File: src/rtl/core/nwas_pkg.sv
// Package with shared types and constants for the NCO waveform address sequencer.
package nwas_pkg;

    // Field widths of the stream items and the configuration port.
    localparam int PHASE_W    = 16;
    localparam int COUNT_W    = 5;
    localparam int OFFSET_W   = 9;
    localparam int ACC_W      = 32;
    localparam int WRAP_W     = 31;
    localparam int CFG_IDX_W  = 2;
    localparam int IN_DATA_W  = 24;
    localparam int OUT_DATA_W = 16;

    // Configuration register indexes.
    localparam logic [CFG_IDX_W-1:0] CFG_ADVANCE_STEP = 2'd0;
    localparam logic [CFG_IDX_W-1:0] CFG_WRAP_LIMIT   = 2'd1;
    localparam logic [CFG_IDX_W-1:0] CFG_PHASE_UNIT   = 2'd2;

    // Configuration reset values.
    localparam logic [ACC_W-1:0]  ADVANCE_STEP_RST = 32'h0000_0000;
    localparam logic [WRAP_W-1:0] WRAP_LIMIT_RST   = 31'h7FFF_FFFF;
    localparam logic [ACC_W-1:0]  PHASE_UNIT_RST   = 32'h0000_0000;

    // Word offset bit swap: the sub-word advance moves up, the whole-word advance moves down.
    localparam logic [OFFSET_W-1:0] SUBWORD_MASK  = 9'h01F;
    localparam logic [OFFSET_W-1:0] WORD_MASK     = 9'h0E0;
    localparam int                  SUBWORD_SHIFT = 4;
    localparam int                  WORD_SHIFT    = 5;

    // Sequencer states.
    typedef enum logic [1:0] {
        ST_IDLE,
        ST_MULT,
        ST_RUN
    } t_state;

    // Commands from the controller to the datapath.
    typedef struct packed {
        logic capture;
        logic mult;
        logic emit;
        logic last;
    } t_cmd;

    // Status from the datapath to the controller.
    typedef struct packed {
        logic out_free;
    } t_status;

endpackage

File: src/rtl/core/nwas_ctrl.sv
// Controller state machine that sequences one sample's run of word offsets.
module nwas_ctrl #(
    parameter int MAX_TRANSFERS = 32
) (
    input  logic                        i_clk,
    input  logic                        i_rst_n,
    input  logic                        i_in_valid,
    input  logic [nwas_pkg::COUNT_W-1:0] i_count,
    output logic                        o_in_ready,
    input  nwas_pkg::t_status           i_status,
    output nwas_pkg::t_cmd              o_cmd
);

    // Largest run length: limited by the parameter and by the 5-bit count field.
    localparam int LIMIT = ((MAX_TRANSFERS - 1) < 31) ? (MAX_TRANSFERS - 1) : 31;
    localparam int CNT_W = $clog2(LIMIT + 1);

    nwas_pkg::t_state r_state;
    nwas_pkg::t_state n_state;
    logic [CNT_W-1:0] r_remaining;
    logic [CNT_W-1:0] n_remaining;
    logic [nwas_pkg::COUNT_W-1:0] count_sat;

    // Saturate the requested count.
    assign count_sat = (i_count > nwas_pkg::COUNT_W'(LIMIT)) ? nwas_pkg::COUNT_W'(LIMIT)
                                                             : i_count;

    // State and counter registers.
    always_ff @(posedge i_clk) begin
        if (!i_rst_n) begin
            r_state     <= nwas_pkg::ST_IDLE;
            r_remaining <= '0;
        end else begin
            r_state     <= n_state;
            r_remaining <= n_remaining;
        end
    end

    // Next state and commands.
    always_comb begin
        n_state     = r_state;
        n_remaining = r_remaining;
        o_in_ready  = 1'b0;
        o_cmd       = '0;
        case (r_state)
            nwas_pkg::ST_IDLE: begin
                o_in_ready = 1'b1;
                if (i_in_valid) begin
                    o_cmd.capture = 1'b1;
                    n_remaining   = CNT_W'(count_sat);
                    n_state       = nwas_pkg::ST_MULT;
                end
            end
            nwas_pkg::ST_MULT: begin
                o_cmd.mult = 1'b1;
                if (r_remaining == '0) begin
                    n_state = nwas_pkg::ST_IDLE;
                end else begin
                    n_state = nwas_pkg::ST_RUN;
                end
            end
            nwas_pkg::ST_RUN: begin
                if (i_status.out_free) begin
                    o_cmd.emit  = 1'b1;
                    o_cmd.last  = (r_remaining == CNT_W'(1));
                    n_remaining = r_remaining - CNT_W'(1);
                    if (r_remaining == CNT_W'(1)) begin
                        n_state = nwas_pkg::ST_IDLE;
                    end
                end
            end
            default: begin
                n_state = nwas_pkg::ST_IDLE;
            end
        endcase
    end

endmodule

File: src/rtl/core/nwas_datapath.sv
// Datapath with configuration registers, phase product, accumulator and output register.
module nwas_datapath #(
    parameter int FRAC_W = 24
) (
    input  logic                            i_clk,
    input  logic                            i_rst_n,
    input  logic                            i_cfg_valid,
    input  logic [nwas_pkg::CFG_IDX_W-1:0]  i_cfg_index,
    input  logic [nwas_pkg::ACC_W-1:0]      i_cfg_data,
    input  logic [nwas_pkg::PHASE_W-1:0]    i_phase,
    input  nwas_pkg::t_cmd                  i_cmd,
    output nwas_pkg::t_status               o_status,
    output logic                            o_out_valid,
    input  logic                            i_out_ready,
    output logic [nwas_pkg::OFFSET_W-1:0]   o_word_offset,
    output logic                            o_last
);

    logic [nwas_pkg::ACC_W-1:0]   r_advance_step;
    logic [nwas_pkg::WRAP_W-1:0]  r_wrap_limit;
    logic [nwas_pkg::ACC_W-1:0]   r_phase_unit;
    logic [nwas_pkg::ACC_W-1:0]   r_accumulator;
    logic [nwas_pkg::PHASE_W-1:0] r_phase;
    logic [nwas_pkg::ACC_W-1:0]   r_modulation;
    logic                         r_out_valid;
    logic [nwas_pkg::OFFSET_W-1:0] r_word_offset;
    logic                         r_last;

    logic [nwas_pkg::ACC_W-1:0]   wrap_ext;
    logic [nwas_pkg::ACC_W-1:0]   phase_ext;
    logic [nwas_pkg::ACC_W-1:0]   mod_sum;
    logic [nwas_pkg::ACC_W-1:0]   mod_fold;
    logic [nwas_pkg::ACC_W-1:0]   idx_full;
    logic [nwas_pkg::OFFSET_W-1:0] idx9;
    logic [nwas_pkg::OFFSET_W-1:0] word_offset;
    logic [nwas_pkg::ACC_W-1:0]   acc_sum;
    logic [nwas_pkg::ACC_W-1:0]   acc_next;
    logic                         out_free;

    assign wrap_ext  = {1'b0, r_wrap_limit};
    assign phase_ext = {{(nwas_pkg::ACC_W - nwas_pkg::PHASE_W){r_phase[nwas_pkg::PHASE_W-1]}},
                        r_phase};

    // Modulated phase, folded once into the waveform period.
    always_comb begin
        mod_sum = r_accumulator + r_modulation;
        if (mod_sum[nwas_pkg::ACC_W-1]) begin
            mod_fold = mod_sum + wrap_ext;
        end else if (mod_sum > wrap_ext) begin
            mod_fold = mod_sum - wrap_ext;
        end else begin
            mod_fold = mod_sum;
        end
    end

    // Integer part with sign fill, then swap sub-word and whole-word bits.
    assign idx_full    = $unsigned($signed(mod_fold) >>> FRAC_W);
    assign idx9        = {1'b0, idx_full[7:0]};
    assign word_offset = ((idx9 & nwas_pkg::SUBWORD_MASK) << nwas_pkg::SUBWORD_SHIFT) |
                         ((idx9 & nwas_pkg::WORD_MASK) >> nwas_pkg::WORD_SHIFT);

    // Accumulator advance with a single wrap.
    always_comb begin
        acc_sum = r_accumulator + r_advance_step;
        if (acc_sum > wrap_ext) begin
            acc_next = acc_sum - wrap_ext;
        end else begin
            acc_next = acc_sum;
        end
    end

    assign out_free          = !r_out_valid || i_out_ready;
    assign o_status.out_free = out_free;

    // Configuration registers.
    always_ff @(posedge i_clk) begin
        if (!i_rst_n) begin
            r_advance_step <= nwas_pkg::ADVANCE_STEP_RST;
            r_wrap_limit   <= nwas_pkg::WRAP_LIMIT_RST;
            r_phase_unit   <= nwas_pkg::PHASE_UNIT_RST;
        end else if (i_cfg_valid) begin
            case (i_cfg_index)
                nwas_pkg::CFG_ADVANCE_STEP: r_advance_step <= i_cfg_data;
                nwas_pkg::CFG_WRAP_LIMIT:   r_wrap_limit   <= i_cfg_data[nwas_pkg::WRAP_W-1:0];
                nwas_pkg::CFG_PHASE_UNIT:   r_phase_unit   <= i_cfg_data;
                default: begin
                end
            endcase
        end
    end

    // Sample capture and phase product.
    always_ff @(posedge i_clk) begin
        if (i_cmd.capture) begin
            r_phase <= i_phase;
        end
        if (i_cmd.mult) begin
            r_modulation <= r_phase_unit * phase_ext;
        end
    end

    // Accumulator state.
    always_ff @(posedge i_clk) begin
        if (!i_rst_n) begin
            r_accumulator <= '0;
        end else if (i_cmd.emit) begin
            r_accumulator <= acc_next;
        end
    end

    // Output register.
    always_ff @(posedge i_clk) begin
        if (!i_rst_n) begin
            r_out_valid <= 1'b0;
        end else if (i_cmd.emit) begin
            r_out_valid <= 1'b1;
        end else if (i_out_ready) begin
            r_out_valid <= 1'b0;
        end
    end

    always_ff @(posedge i_clk) begin
        if (i_cmd.emit) begin
            r_word_offset <= word_offset;
            r_last        <= i_cmd.last;
        end
    end

    assign o_out_valid   = r_out_valid;
    assign o_word_offset = r_word_offset;
    assign o_last        = r_last;

endmodule

File: src/rtl/core/nco_waveform_address_sequencer.sv
// Top level of the NCO waveform address sequencer.
// Each input item is one audio sample carrying a signed phase offset and a transfer count;
// the block answers with that many waveform buffer word offsets, the final one flagged on
// tlast, and keeps an 8.24 phase accumulator between samples. A sample is accepted in the
// idle state, its phase product is formed in the multiplier state, and the run state then
// gives one offset per cycle from the single accumulator add-and-wrap loop, slowed only
// when the output register is held by back pressure. A count of zero emits nothing and
// leaves the accumulator alone; counts above MAX_TRANSFERS - 1 are clipped. Configuration
// writes are always accepted and must only be made while the block is idle.
module nco_waveform_address_sequencer #(
    parameter int FRAC_W        = 24,
    parameter int MAX_TRANSFERS = 32
) (
    input  logic                              i_clk,
    input  logic                              i_rst_n,
    // Configuration write channel.
    input  logic                              i_cfg_valid,
    output logic                              o_cfg_ready,
    input  logic [nwas_pkg::CFG_IDX_W-1:0]    i_cfg_index,
    input  logic [nwas_pkg::ACC_W-1:0]        i_cfg_data,
    // Sample input stream.
    input  logic                              s_axis_tvalid,
    output logic                              s_axis_tready,
    input  logic [nwas_pkg::IN_DATA_W-1:0]    s_axis_tdata,  // [15:0] phase_offset, [20:16] transfer_count
    // Word offset output stream.
    output logic                              m_axis_tvalid,
    input  logic                              m_axis_tready,
    output logic [nwas_pkg::OUT_DATA_W-1:0]   m_axis_tdata,  // [8:0] word_offset
    output logic                              m_axis_tlast   // last_transfer
);

    nwas_pkg::t_cmd    cmd;
    nwas_pkg::t_status status;
    logic [nwas_pkg::OFFSET_W-1:0] word_offset;
    logic [nwas_pkg::PHASE_W-1:0]  phase_offset;
    logic [nwas_pkg::COUNT_W-1:0]  transfer_count;

    assign o_cfg_ready    = 1'b1;
    assign phase_offset   = s_axis_tdata[15:0];
    assign transfer_count = s_axis_tdata[20:16];

    // Sequencing control.
    nwas_ctrl #(
        .MAX_TRANSFERS (MAX_TRANSFERS)
    ) u_ctrl (
        .i_clk      (i_clk),
        .i_rst_n    (i_rst_n),
        .i_in_valid (s_axis_tvalid),
        .i_count    (transfer_count),
        .o_in_ready (s_axis_tready),
        .i_status   (status),
        .o_cmd      (cmd)
    );

    // Arithmetic and storage.
    nwas_datapath #(
        .FRAC_W (FRAC_W)
    ) u_datapath (
        .i_clk         (i_clk),
        .i_rst_n       (i_rst_n),
        .i_cfg_valid   (i_cfg_valid),
        .i_cfg_index   (i_cfg_index),
        .i_cfg_data    (i_cfg_data),
        .i_phase       (phase_offset),
        .i_cmd         (cmd),
        .o_status      (status),
        .o_out_valid   (m_axis_tvalid),
        .i_out_ready   (m_axis_tready),
        .o_word_offset (word_offset),
        .o_last        (m_axis_tlast)
    );

    assign m_axis_tdata = {{(nwas_pkg::OUT_DATA_W - nwas_pkg::OFFSET_W){1'b0}}, word_offset};

endmodule
File: config.mk
export PLATFORM = sky130hd
export DESIGN_NAME = nco_waveform_address_sequencer
export DESIGN_NICKNAME = d
export VERILOG_FILES = /design/src/rtl/core/nwas_pkg.sv /design/src/rtl/core/nwas_ctrl.sv /design/src/rtl/core/nwas_datapath.sv /design/src/rtl/core/nco_waveform_address_sequencer.sv
export SDC_FILE = /design/constraint.sdc
export NUM_CORES = 2
export LEC_CHECK = 0
export ABC_AREA = 0
export ABC_CLOCK_PERIOD_IN_PS = 7400
export BUFFER_PORTS_ARGS = -buffer_cell sky130_fd_sc_hd__buf_4
export CAP_MARGIN = 20
export CORE_MARGIN = 10
export CORE_UTILIZATION = 60
export CTS_CLUSTER_DIAMETER = 120
export DETAILED_ROUTE_END_ITERATION = 16
export HOLD_SLACK_MARGIN = 0.06
export PLACE_DENSITY = 0.83
export SLEW_MARGIN = 20
export SYNTH_ARGS = -nofsm -noshare
export SYNTH_HDL_FRONTEND = slang
export SYNTH_SLANG_ARGS = --single-unit
File: constraint.sdc
create_clock -name i_clk -period 7.4 [get_ports i_clk]
set_input_delay 0.74 -clock i_clk [delete_from_list [all_inputs] [get_ports i_clk]]
set_output_delay 0.74 -clock i_clk [all_outputs]
set_load 0.05 [all_outputs]
==> flow_metrics.env <==
export IMPL_dp_hpwl_um=54080
export IMPL_ff2ff_path_depth=22
export IMPL_powerDensity_nw_per_um2=160.8
export IMPL_start_kind="flip-flop"
export IMPL_max_slew_worst_pin_slew_ns=1.000
export IMPL_worstHoldPathCells=1
export IMPL_relSlewSlack_pct=33.17
export IMPL_cts_tree="built"
export IMPL_antenna_found_initial=1
export IMPL_drive_above_1_share_pct=6.576
export IMPL_synthAdderAreaFrac_pct=36.69
export IMPL_grt_overflow_total=0
export IMPL_maxCapViolations=0
export IMPL_muxShareOfSynthArea_pct=0.4357
export IMPL_synth_seq_cells=192
export IMPL_design_area_sq_um=26950
export IMPL_min_path_type="input port to flip-flop"
export IMPL_synthFlopType="dfxtp_1"
export IMPL_die_x_um=225.2
export IMPL_avgViaCountPerCell=5.859
export IMPL_worstPathRequired_ns=7.65
export IMPL_routed_wl_um=67090
export IMPL_die_area_sq_um=50730
export IMPL_drc=0
export IMPL_synth_edf_count=57
export IMPL_clk_pin_slew_ns=0.08
export IMPL_synth_compound_area_share_pct=14.41
export IMPL_root_buffer="clkbuf_16"
export IMPL_yosysSeqAreaShare_pct=17.47
export IMPL_post_route_period_util_pct=96.41
export IMPL_initial_core_util_pct=60.52
export IMPL_irDropWorstVdd_uv=202.9
export IMPL_synth_area_sq_um=25270
export IMPL_slew_viol_final=0
export IMPL_row_count=75
export IMPL_vias=20890
export IMPL_crit_type="flip-flop to flip-flop"
export IMPL_hold_violations=0
export IMPL_period_minus_slack_ns=7.134
export IMPL_async_flop_share_pct=0
export IMPL_synth_cells=2995
export IMPL_finClkSkew_ns=0.01121
export IMPL_synthSimpleGateAreaFrac_pct=17.27
export IMPL_cts_max_path_buffers=2
export IMPL_synth_top_family_by_area="adder cells"
export IMPL_crit_path_max_fanout=17
export IMPL_ys_types=86
export IMPL_track_usage_pct=26.97
export IMPL_clkSinkCount=192
export IMPL_first_pass_iters=6
export IMPL_place_area_sq_um=26270
export IMPL_setup_violations=0
export IMPL_yosysWarnings=0
export IMPL_ios=83
export IMPL_h_tree_depth=4
export IMPL_gp_congestion=0.9329
export IMPL_drtIter0Drc=1633
export IMPL_die_h_um=225.2
export IMPL_p_leak_nw=12.65
export IMPL_dp_cells=3523
export IMPL_grt_max_degree=68
export IMPL_wl_per_cell_um=18.81
export IMPL_grt_pass1_wl_um=109500
export IMPL_port_buffers=70
export IMPL_fmax_mhz=140.2
export IMPL_ant_nets=0
export IMPL_nNetsFinal=3633
export IMPL_instances_no_fill=3566
export IMPL_area_delta_synth_final_pct=6.629
export IMPL_clkLatencyLatePin_ns=0.51
export IMPL_cts_buffers=17
export IMPL_crit_arrival_ns=7.39
export IMPL_outcome="finished, final reports clean"
export IMPL_synth_area_per_cell_sq_um=8.438
export IMPL_postCtsHoldBufs=0
export IMPL_core_sq_um=41760
export IMPL_end_kind="flip-flop"
export IMPL_final_util_pct=64.53
export IMPL_synth_xor_area_share_pct=4.713
export IMPL_grt_pass1_vias=21170
where the power goes:
part	switching [mW]	internal (mW)	total (mW)
Sequential	0.0768	1.21	1.29
Combinational	1.25	0.825	2.07
Clock	0.482	0.494	0.976
critical path: stages, from the launching register on:
cell      delay [ns]
edfxtp_1        0.59
buf_4           0.29
and2_1          0.20
fa_1            0.53
inv_1           0.05
fa_1            0.47
inv_1           0.05
fa_1            0.47
fa_1            0.51
fa_1            0.49
inv_1           0.05
fa_1            0.48
inv_1           0.05
ha_1            0.32
a21oi_1         0.23
or3b_1          0.38
o211a_1         0.24
o41a_1          0.45
o211a_1         0.27
o21a_1          0.19
o21a_1          0.19
o41ai_2         0.25
xnor2_1         0.11
sequential cells by signal (all words and copies together), names as in the netlist:
name	flops
u_datapath.r_accumulator	32
u_datapath.r_advance_step	32
u_datapath.r_modulation	32
u_datapath.r_phase_unit	32
u_datapath.r_wrap_limit	31
u_datapath.r_phase	16
u_datapath.o_word_offset	8
u_ctrl.r_remaining	5
u_ctrl.r_state	2
u_datapath.o_last	1
u_datapath.o_out_valid	1
cell type report:
| cell class | count | area, sq um |
|---|---|---|
| Clock inverter | 14 | 143.9 |
| Sequential cell | 192 | 4415 |
| Multi-Input combinational cell | 2221 | 18630 |
| Clock buffer | 18 | 450.4 |
| Antenna cell | 1 | 2.502 |
| Fill cell | 3339 | 14810 |
| Tap cell | 539 | 674.4 |
| Inverter | 461 | 1730 |
| Timing Repair Buffer | 120 | 900.9 |
per-layer routing:
| layer | vias up | wire length [um] | global-route usage, % |
|---|---|---|---|
| met5 | - | 0 | 0 |
| met4 | 0 | 1536 | 6.667 |
| met3 | 105 | 5573 | 5.830 |
| met2 | 840 | 31930 | 44.92 |
| met1 | 10200 | 28060 | 35.11 |
| li1 | 9746 | - | - |
cell usage in the layout (no fill, tap or decap), drive strengths merged, types with 21 or more instances in the layout:
cell type	Yosys	layout
o211ai	52	52
xor2	35	35
nand2b	27	27
inv	461	468
ha	250	250
buf	16	120
nor2	117	117
a21oi	219	219
a21o	43	43
a211oi	25	25
nand3	40	40
o21ai	98	98
fa	307	307
xnor2	101	101
and2	155	155
dfxtp	135	135
nand2	468	468
nor3	36	36
nor2b	21	21
edfxtp	57	57
cells in the mapped netlist (6+ instances only):
library cell	number	area share [%]
a31oi_1	19	0.47
dfxtp_1	135	11
xnor2_1	101	3.5
mux2i_1	11	0.44
o211a_1	8	0.32
nor2_1	117	1.7
clkbuf_1	112	1.7
a21oi_1	218	4.3
nor3_1	35	0.69
ha_1	250	12
nor2b_1	21	0.52
o21ai_0	91	1.8
inv_1	459	6.8
o21bai_1	17	0.50
edfxtp_1	57	6.8
nand2b_1	27	0.67
xor2_1	35	1.2
and2_1	155	3.8
fa_1	307	24
a21o_1	43	1.3
a211oi_1	23	0.68
or2_2	11	0.27
or3_1	8	0.20
o211ai_1	51	1.5
nand3_1	39	0.77
nand4_1	12	0.30
and3_1	13	0.32
o21ai_1	6	0.12
buf_4	10	0.30
a31o_2	7	0.24
o21a_1	18	0.53
nor4_1	7	0.17
nand2_1	468	7.0
logic make-up after synthesis:
kind of cell / after synthesis
AO/OA/AOI/OAI: 570
XOR/XNOR: 136
adder cells (fa/ha/maj): 557
buffers and inverters: 589
flip-flops: 192
multiplexers: 11
other: 2
AND/OR/NAND/NOR: 938
timing repair:
action / CTS / global route
gates resized for setup: 0 / 2
endpoints found under the setup margin: 0 / 2
buffers inserted: 0 / 10
stage by stage:
| stage | power, mW | hold slack, ns | worst slack (ns) | TNS (ns) |
|---|---|---|---|---|
| final | 4.333 | 0.4026 | 0.2659 | 0 |
| after global routing | 4.635 | 0.3930 | -0.02239 | -0.02239 |
| after CTS | 4.300 | 0.3870 | 0.3402 | 0 |
| after detailed placement | 3.326 | 0.4521 | 0.3619 | 0 |
| after global placement | 3.232 | 0.4476 | 0.4785 | 0 |
| after floorplan | 2.807 | 0.4366 | 0.8011 | 0 |
path summary, 6_finish.rpt:
| kind | end | slack, ns | from |
|---|---|---|---|
| setup / recovery | u_datapath.r_modulation[30] | 0.27 | u_datapath.r_phase[4] |
| hold / removal | u_datapath.r_phase[12] | 0.40 | s_axis_tdata[12] |
| hold reg to reg | u_datapath.r_advance_step[25] | 0.46 | u_datapath.r_advance_step[25] |
| setup reg to reg | u_datapath.r_modulation[30] | 0.27 | u_datapath.r_phase[4] |
Note: power is estimated with default switching activity, not from simulation.
